[src/hdl/fnvlp_pkg.sv]
// Shared constants, types and helper functions for the FNV-1a hash table core.
// Used by fnvlp_ctrl, fnvlp_dp and the top level; depends on nothing else.
`timescale 1ns / 1ps

package fnvlp_pkg;

    localparam int TABLE_SLOTS = 64;
    localparam int KEY_BYTES   = 8;
    localparam int SLOT_W      = $clog2(TABLE_SLOTS);
    localparam int KEY_W       = 64;
    localparam int VALUE_W     = 32;
    localparam int HASH_W      = 32;

    localparam logic [HASH_W-1:0] FNV_BASIS = 32'd2166136261;
    localparam logic [HASH_W-1:0] FNV_PRIME = 32'd16777619;

    localparam logic REQ_PUT = 1'b0;
    localparam logic REQ_GET = 1'b1;

    typedef enum logic [2:0] {
        ST_INSERTED  = 3'd0,
        ST_UPDATED   = 3'd1,
        ST_FOUND     = 3'd2,
        ST_NOT_FOUND = 3'd3,
        ST_FULL      = 3'd4
    } t_status;

    // Commands from the controller to the datapath.
    typedef struct packed {
        logic    load_req;
        logic    hash_step;
        logic    probe_start;
        logic    probe_next;
        logic    write_key;
        logic    write_value;
        logic    set_used;
        logic    capture;
        logic    take_value;
        t_status status;
        logic    load_out;
    } t_dp_cmd;

    // Status from the datapath back to the controller.
    typedef struct packed {
        logic is_get;
        logic hkey_zero;
        logic slot_used;
        logic key_match;
        logic probe_last;
    } t_dp_sts;

    // Keeps the bytes before the first zero byte and below KEY_BYTES.
    function automatic logic [KEY_W-1:0] key_normalize(input logic [KEY_W-1:0] raw);
        logic [KEY_W-1:0] kept;
        logic             alive;
        kept  = '0;
        alive = 1'b1;
        for (int i = 0; i < KEY_W / 8; i++) begin
            if (i >= KEY_BYTES || raw[8*i +: 8] == 8'h00) begin
                alive = 1'b0;
            end
            if (alive) begin
                kept[8*i +: 8] = raw[8*i +: 8];
            end
        end
        return kept;
    endfunction

endpackage

[src/hdl/fnvlp_ctrl.sv]
// Request sequencer for the hash table core: hashing, probing and result hand-off.
// Depends on fnvlp_pkg; drives fnvlp_dp through t_dp_cmd and reads t_dp_sts.
`timescale 1ns / 1ps

module fnvlp_ctrl (
    input  logic               i_clk,
    input  logic               i_rst_n,
    input  logic               i_valid,
    output logic               o_stall,
    output logic               o_valid,
    input  logic               i_stall,
    input  fnvlp_pkg::t_dp_sts i_sts,
    output fnvlp_pkg::t_dp_cmd o_cmd
);
    import fnvlp_pkg::*;

    typedef enum logic [4:0] {
        S_IDLE   = 5'b00001,
        S_HASH   = 5'b00010,
        S_PROBE  = 5'b00100,
        S_CHECK  = 5'b01000,
        S_RESULT = 5'b10000
    } t_state;

    t_state  r_state, n_state;
    logic    r_out_valid, n_out_valid;
    t_dp_cmd cmd;

    always_comb begin
        n_state = r_state;
        cmd     = '0;
        case (r_state)
            S_IDLE: begin
                if (i_valid) begin
                    cmd.load_req = 1'b1;
                    n_state      = S_HASH;
                end
            end
            S_HASH: begin
                if (!i_sts.hkey_zero) begin
                    cmd.hash_step = 1'b1;
                end else begin
                    cmd.probe_start = 1'b1;
                    n_state         = S_PROBE;
                end
            end
            S_PROBE: begin
                if (!i_sts.slot_used) begin
                    cmd.capture = 1'b1;
                    if (i_sts.is_get) begin
                        cmd.status = ST_NOT_FOUND;
                    end else begin
                        cmd.status      = ST_INSERTED;
                        cmd.write_key   = 1'b1;
                        cmd.write_value = 1'b1;
                        cmd.set_used    = 1'b1;
                    end
                    n_state = S_RESULT;
                end else begin
                    n_state = S_CHECK;
                end
            end
            S_CHECK: begin
                if (i_sts.key_match) begin
                    cmd.capture = 1'b1;
                    if (i_sts.is_get) begin
                        cmd.status     = ST_FOUND;
                        cmd.take_value = 1'b1;
                    end else begin
                        cmd.status      = ST_UPDATED;
                        cmd.write_value = 1'b1;
                    end
                    n_state = S_RESULT;
                end else if (i_sts.probe_last) begin
                    cmd.capture = 1'b1;
                    cmd.status  = i_sts.is_get ? ST_NOT_FOUND : ST_FULL;
                    n_state     = S_RESULT;
                end else begin
                    cmd.probe_next = 1'b1;
                    n_state        = S_PROBE;
                end
            end
            S_RESULT: begin
                // The result register may still hold an untaken word.
                if (!r_out_valid || !i_stall) begin
                    cmd.load_out = 1'b1;
                    n_state      = S_IDLE;
                end
            end
            default: begin
                n_state = S_IDLE;
            end
        endcase
    end

    always_comb begin
        n_out_valid = r_out_valid;
        if (cmd.load_out) begin
            n_out_valid = 1'b1;
        end else if (r_out_valid && !i_stall) begin
            n_out_valid = 1'b0;
        end
    end

    always_ff @(posedge i_clk) begin
        if (!i_rst_n) begin
            r_state     <= S_IDLE;
            r_out_valid <= 1'b0;
        end else begin
            r_state     <= n_state;
            r_out_valid <= n_out_valid;
        end
    end

    assign o_stall = (r_state != S_IDLE);
    assign o_valid = r_out_valid;
    assign o_cmd   = cmd;

    a_load_out_free: assert property (@(posedge i_clk) disable iff (!i_rst_n)
        cmd.load_out |-> (!r_out_valid || !i_stall))
        else $error("result loaded over an untaken word");

    a_busy_after_accept: assert property (@(posedge i_clk) disable iff (!i_rst_n)
        (i_valid && !o_stall) |=> o_stall)
        else $error("second request taken while one is in flight");

    a_capture_then_result: assert property (@(posedge i_clk) disable iff (!i_rst_n)
        cmd.capture |=> (r_state == S_RESULT))
        else $error("captured result not followed by hand-off");

endmodule

[config.mk]
export PLATFORM = sky130hd
export DESIGN_NAME = fnvlp_ctrl
export DESIGN_NICKNAME = d
export VERILOG_FILES = /design/src/hdl/fnvlp_pkg.sv /design/src/hdl/fnvlp_ctrl.sv
export SDC_FILE = /design/constraint.sdc
export NUM_CORES = 1
export LEC_CHECK = 0
export BUFFER_PORTS_ARGS = -buffer_cell sky130_fd_sc_hd__buf_2
export CAP_MARGIN = 10
export CORE_AREA = 2 2 39 41
export CTS_BUF_LIST = sky130_fd_sc_hd__clkbuf_8 sky130_fd_sc_hd__clkbuf_16
export CTS_CLUSTER_SIZE = 28
export DETAILED_ROUTE_END_ITERATION = 7
export DIE_AREA = 0 0 41 43
export GPL_TIMING_DRIVEN = 0
export PLACE_DENSITY = 0.74
export RECOVER_POWER = 50
export SLEW_MARGIN = 5
export SYNTH_ARGS = -nofsm -noshare
export SYNTH_HDL_FRONTEND = slang
export SYNTH_SLANG_ARGS = --single-unit
[constraint.sdc]
create_clock -name i_clk -period 2.3 [get_ports i_clk]
set_input_delay 0.46 -clock i_clk [delete_from_list [all_inputs] [get_ports i_clk]]
set_output_delay 0.46 -clock i_clk [all_outputs]
set_load 0.05 [all_outputs]
==> Word level (Yosys, flattened, before mapping) <==
Index checks and enable logic that the tools add are counted.
{ "totals": {"inputBits": 9, "regBits": 6, "out_inout_bits": 15} }
{ "classes": {"reduce_logical": 6, "eq_ne": 9, "n_mux": 39} }
{ "op_table": {"columns": ["operator", "count"], "rows": [
  ["two-way mux 5 bit", 6],
  ["one-hot mux 5 bit (5 select lines)", 1],
  ["two-way mux 1 bit", 20],
  ["two-way mux 3 bit", 4],
  ["two-way mux 2 bit", 4],
  ["!= test 2 bit, second input constant", 3],
  ["one-hot mux 3 bit (2 select lines)", 1],
  ["== test 5 x 1 -> 1 bit, second input constant", 1],
  ["== test 5 x 2 -> 1 bit, second input constant", 1],
  ["== test 5 x 3 -> 1 bit, second input constant", 1],
  ["== test 5 x 4 -> 1 bit, second input constant", 1],
  ["== test 5 bit, second input constant", 1],
  ["!= test 5 x 1 -> 1 bit, second input constant", 1],
  ["two-way mux 4 bit", 1],
  ["one-hot mux 1 bit (2 select lines)", 2],
  ["AND reduction 3 bit", 1],
  ["logical NOT 1 bit", 2],
  ["nonzero test 2 bit", 1],
  ["logical AND 1 bit", 1],
  ["logical OR 1 bit", 1]
]} }

==> Longest topological paths before layout <==
Gate-level depths: netlist of run 1.
{ "depth": {"depth_word": 5, "ltp_mapped": 5} }

==> Least setup slack after synthesis of run 1 <==
Ideal clock, no wire load.
{ "synth_path": {"kind": "register to output", "start": "register r_state[3]", "end": "output o_cmd[8] in the netlist's numbering", "arrival_time_ns": 2.249, "slack_ns": -0.409, "path_buffers": 2, "stages_incl_launch_ff": 6, "cell_sequence": "dfxtp_1 > or3_4 > or3_1 > buf_6 > nor2_1 > buf_4"} }
{ "synth_lines": {"columns": ["item", "line_no", "text"], "rows": [
  ["start: declaration", "fnvlp_ctrl.sv:25", "t_state r_state, n_state;"],
  ["start signal: assignment", "fnvlp_ctrl.sv:110", "r_state <= n_state;"],
  ["end: declaration", "fnvlp_ctrl.sv:13", "output fnvlp_pkg::t_dp_cmd o_cmd"]
]} }

==> results.yml, run 1 <==
run_status:
  status: "completed"
run:
  cap_violations: 0
yosys:
  syn_area_um2: 495
  ys_types: 35
  syn_inst: 62
  yosys_warnings: 0
  yosysSeqAreaShare_pct: 24.2
  syn_avg_cell_area_um2: 7.99
  syn_nets: 71
  ys_ff_latch: 6
worst_setup_path:
  cp-end-kind: "output port"
  arrival_ns: 1.79
  critPathMaxFanout: 6
  crit_type: "reg -> out"
  required_ns: 1.84
  worst_setup_path_start_kind: "register"
  ff2ff_setup_slack_ns: 0.75
sta:
  rsz0062_at_grt: "true"
  hold_viol: 0
  fmax_ghz: 0.444
  finalCriticalPeriod_ns: 2.25
  slew_headroom_pct: 60.9
  setup_viol: 0
  fin_ws_ns: 0.0468
  drv_slew: 0
  skew_ns: 0.00376
  tightestPinTransition_ns: 0.589
  fin_crit_sh_pct: 98.0
cells_and_area:
  layout_commonest_cell: "buf_2"
  fill_cells: 139
  drive_above_1_share_pct: 55.6
  area_delta_synth_final_pct: 47.7
  nets: 101
  layout_common_cells: "buf_2, inv_1, nor2_1"
  antenna_cells: 0
power:
  p_comb_share_pct: 24.0
  power_density_nw_per_um2: 490
  p_total_uw: 359
  irDropWorstVdd_mv: 0.342
  power_switching_uw: 107
  p_int_uw: 252
  p_leak_uw: 0.000352
  clockPowerShare_pct: 43.8
  switching_share_pct: 29.7
  p_seq_share_pct: 32.2
clocking:
  holdBufCountCts: 0
  clockBufferDepth: 2
  cts_tree: "done"
  cts_buffers: 3
  insertion_delay_ns: 0.22
  clkSlewWorstSetupHoldPaths_ns: 0.04
  clock-sinks: 6
  htreeDepth: 1
  cts_root_buffer: "clkbuf_8"
grt:
  grt_use_total_pct: 14.4
  grt-ovfl-total: 0
  grt_max_degree: 10
  grt_pass1_vias: 463
  antenna_found_initial: 0
  grt_pass1_wl_mm: 1.72
detailed_routing:
  wl_per_cell_um: 10.8
  drtAntennaViolNets: 0
  drc: 0
  dr.pass1.iters: 4
  num_vias: 558
  totalWireLength_mm: 1.14
  drt_iter0_markers: 8
  vias_per_cell: 5.26
floorplanning:
  core_area_um2: 1380
  dieArea_um2: 1760
  ios: 24
  num_rows: 14
  die_y_um: 43
  initial_core_util_pct: 35.8
  fp.dieW_um: 41
worst_hold_path:
  hp-class: "in -> reg"
placement:
  port_buffers: 23
  dpl.hpwl_um: 907
  preCtsSetupSlack_ns: 0.0927
  globalplace.congestion: 0.796
power groups by stage:
stage	combinational (uW)	sequential, uW	clock [uW]
CTS	85.8	115	161
detailed placement	81.6	118	0
finish	86.1	116	157
floorplan	60.6	116	0
global placement	80.9	118	0
global route	92.1	116	168
final timing paths:
path,from,end,cells past startpoint
max,r_state[4],o_cmd[7],5
min,i_rst_n,r_state[1],2
max reg2reg,r_state[4],r_state[3],4
min reg2reg,o_valid,o_valid,2
layer usage:
layer	GRT usage (%)	part of all wire, %	wire [um]	vias to the layer above
li1	-	-	-	283
met1	16.2	42	481	255
met2	22.5	50	566	18
met3	1.57	6.5	74	2
met4	12.0	1.8	21	0
met5	0	0	0	-
through the flow:
step	instances	instance area [um^2]	utilization [%]	setup TNS, ns	hold WS, ns
2_1_floorplan	62	509	-	-0.350	0.578
3_3_place_gp	101	644	46.6	0	0.504
3_5_place_dp	101	644	46.6	0	0.513
4_1_cts	106	724	52.4	-0.00530	0.455
5_1_grt	106	732	52.9	-0.00148	0.469
6_report	106	732	52.9	0	0.457
cell usage after synthesis (all sizes together):
cell type	n	area share [%]
or2b	1	1.8
nand2	3	2.3
o21ai	1	1.0
nand4b	1	1.8
nor2b	1	1.3
or2	1	1.3
xnor2	1	1.8
a21oi	3	3.0
and4b	1	2.0
or3	3	5.1
a41o	1	2.0
nand3	3	3.0
inv	6	4.5
nor4	1	1.3
a211oi	2	5.0
and3b	1	1.8
nor3	2	3.0
nor2	7	5.3
a2111oi	1	3.0
or4	1	1.8
nand3b	1	1.5
and2b	2	3.5
nand2b	1	1.3
dfxtp	6	24
buf	3	5.3
nand4	1	1.3
o21bai	1	1.5
a31oi	3	3.8
o21a	1	1.5
o311a	1	2.3
and4	1	1.8
critical path, cell delays in order, from the launching register on:
cell,delay [ns]
dfxtp_4,0.33
or3_4,0.37
or3_1,0.32
buf_6,0.15
a211oi_2,0.20
buf_6,0.19
registers in the layout, summed over array words and instances (netlist names):
name	count
r_state	5
o_valid	1
logic make-up after synthesis:
group                  after synthesis  share of synthesized area [%]
AND/OR/NAND/NOR                     32                           40.9
buffers and inverters                9                           9.85
flip-flops                           6                           24.2
XOR/XNOR                             1                           1.77
AO/OA/AOI/OAI                       14                           23.2
layout make-up:
cell class              count  area [um^2]  share of cell area, %
multi-input cells          47          340                   46.5
inverters                   6         22.5                   3.08
plain buffers               3         26.3                   3.59
clock buffers               3         41.3                   5.64
flip-flops and latches      6          131                   17.9
well taps                  16         20.0                   2.74
repair buffers             25          150                   20.5
what timing repair did:
action | in CTS | in global routing
setup endpoints to repair | 5 | 4
setup buffers | 2 | 0
cloned | 0 | 0
resized for setup | 11 | 3
pin swaps | 3 | 1
Power figures use the tool's default switching activity.
==> run 2, diff against run 1 <==
==> constraint.sdc (replaced) <==
create_clock -name i_clk -period 2.3 [get_ports i_clk]
set_input_delay 0.23 -clock i_clk [delete_from_list [all_inputs] [get_ports i_clk]]
set_output_delay 0.23 -clock i_clk [all_outputs]
set_load 0.05 [all_outputs]
==> results.yml, run 2 (synthesis gave the netlist of run 1 again) <==
run_status:
  status: "completed"
sta:
  drv_slew: 0
  fmax_ghz: 0.450
  slew_headroom_pct: 60.3
  tightestPinTransition_ns: 0.598
  finalCriticalPeriod_ns: 2.22
  fin_ws_ns: 0.0783
  setup_viol: 0
  skew_ns: 0.00799
  hold_viol: 0
  fin_crit_sh_pct: 96.6
  rsz0062_at_grt: "false"
cells_and_area:
  layout_commonest_cell: "buf_2"
  drive_above_1_share_pct: 42.0
  fill_cells: 140
  largest_reg_flops: 5
  layout_common_cells: "buf_2, inv_1, nor2_1, dfxtp_1, clkbuf_1"
  antenna_cells: 0
  area_delta_synth_final_pct: 33.8
  regMostFlops: "r_state"
  final_cells: 104
  nets: 99
  design_area_um2: 663
worst_setup_path:
  r2r_end: "r_state[3]"
  crit_type: "reg -> out"
  ff2ff_setup_slack_ns: 0.76
  worst_setup_path_start_kind: "register"
  crit_family: "simple AND/OR/NAND/NOR gates"
  arrival_ns: 1.99
  startpoint: "r_state[3]"
  cp-end-kind: "output port"
  crit_chain: "or3_4, or3_1, buf_6, a211oi_2, buf_2"
  worst-path-buf-inv: 2
  critPathMaxFanout: 7
  required_ns: 2.07
  slowest_delay_ns: 0.43
  r2r_cells: 3
  slowest_stage: "or3_4"
  r2r-start: "r_state[3]"
grt:
  grt_pass1_vias: 445
  grt_use_total_pct: 14.0
  grt_max_degree: 10
  antenna_found_initial: 0
  grt_pass1_wl_mm: 1.64
  grt-ovfl-total: 0
power:
  irDropWorstVdd_mv: 0.288
  p_leak_uw: 0.000325
  power_density_nw_per_um2: 542
clocking:
  clock-sinks: 6
  clockBufferDepth: 2
  cts_tree: "done"
  cts_resized: 0
  htreeDepth: 1
  cts_buffers: 3
  holdBufCountCts: 0
  insertion_delay_ns: 0.23
  cts_root_buffer: "clkbuf_8"
  postCtsSetupBuffers: 0
  clkSlewWorstSetupHoldPaths_ns: 0.03
floorplanning:
  dieArea_um2: 1760
  die_y_um: 43
  initial_core_util_pct: 35.8
  core_area_um2: 1380
  ios: 24
  num_rows: 14
  fp.dieW_um: 41
placement:
  postPlaceCellArea_um2: 638
  port_buffers: 23
  dpl.hpwl_um: 916
  globalplace.congestion: 0.828
  place_inst: 101
  preCtsSetupSlack_ns: 0.311
detailed_routing:
  drc: 0
  totalWireLength_mm: 1.19
  drt_iter0_markers: 16
  wl_per_cell_um: 11.4
  vias_per_cell: 5.32
  num_vias: 553
  dr.pass1.iters: 4
  drtAntennaViolNets: 0
worst_hold_path:
  min_to: "r_state[1]"
  hp-start: "i_rst_n"
  hp-class: "in -> reg"
  hold_path_depth: 2
run:
  cap_violations: 0
==> run 2: cell types whose count changed in the layout (fill, tap and decap cells not counted), moves of 2 or more <==
cell / change
buf_6: -3
dfxtp_1: +5
buf_4: -3
clkbuf_1: +3
dfxtp_2: -3
dfxtp_4: -2
==> run 2: layer usage <==
metal	routed length [um]	global-route usage, %	up-vias
met3	88	4.71	4
li1	-	-	277
met5	0	0	-
met4	18	8.00	0
met1	519	13.9	252
met2	559	23.4	20
==> run 2: final cells by class <==
| class | instances | area [um^2] | area share, % |
|---|---|---|---|
| Tap cell | 16 | 20.0 | 3.02 |
| Buffer | 3 | 26.3 | 3.96 |
| Multi-Input combinational cell | 47 | 323 | 48.7 |
| Clock buffer | 3 | 41.3 | 6.23 |
| Timing Repair Buffer | 23 | 110 | 16.6 |
| Sequential cell | 6 | 120 | 18.1 |
| Inverter | 6 | 22.5 | 3.40 |
==> run 2: through the flow <==
stage | utilization (%) | TNS (ns) | hold slack (ns) | power, uW
floorplan | - | -0.00433 | 0.348 | 176
global placement | 46.1 | 0 | 0.448 | 198
detailed placement | 46.1 | 0 | 0.458 | 200
CTS | 49.1 | 0 | 0.229 | 360
global route | 47.9 | 0 | 0.244 | 369
finish | 47.9 | 0 | 0.233 | 359
==> run 2: worst max-delay path by stage <==
stage | to | cells past startpoint
global placement | o_cmd[7] | 5
finish | o_cmd[2] | 5
CTS | o_cmd[2] | 5
detailed placement | o_cmd[2] | 5
floorplan | o_cmd[1] | 4
global route | o_cmd[8] | 6
==> run 2: power breakdown <==
| group | switching [uW] | internal (uW) | total [uW] |
|---|---|---|---|
| sequential | 7.43 | 109 | 116 |
| combinational | 53.1 | 26.0 | 79.1 |
| clock | 51.0 | 113 | 164 |
| total | 111 | 248 | 359 |
==> run 2: worst register-to-register path, stage by stage (launching register included) <==
cell and delay (ns):
dfxtp_1 0.36, or3_4 0.43, or3_2 0.46, nor4_1 0.18
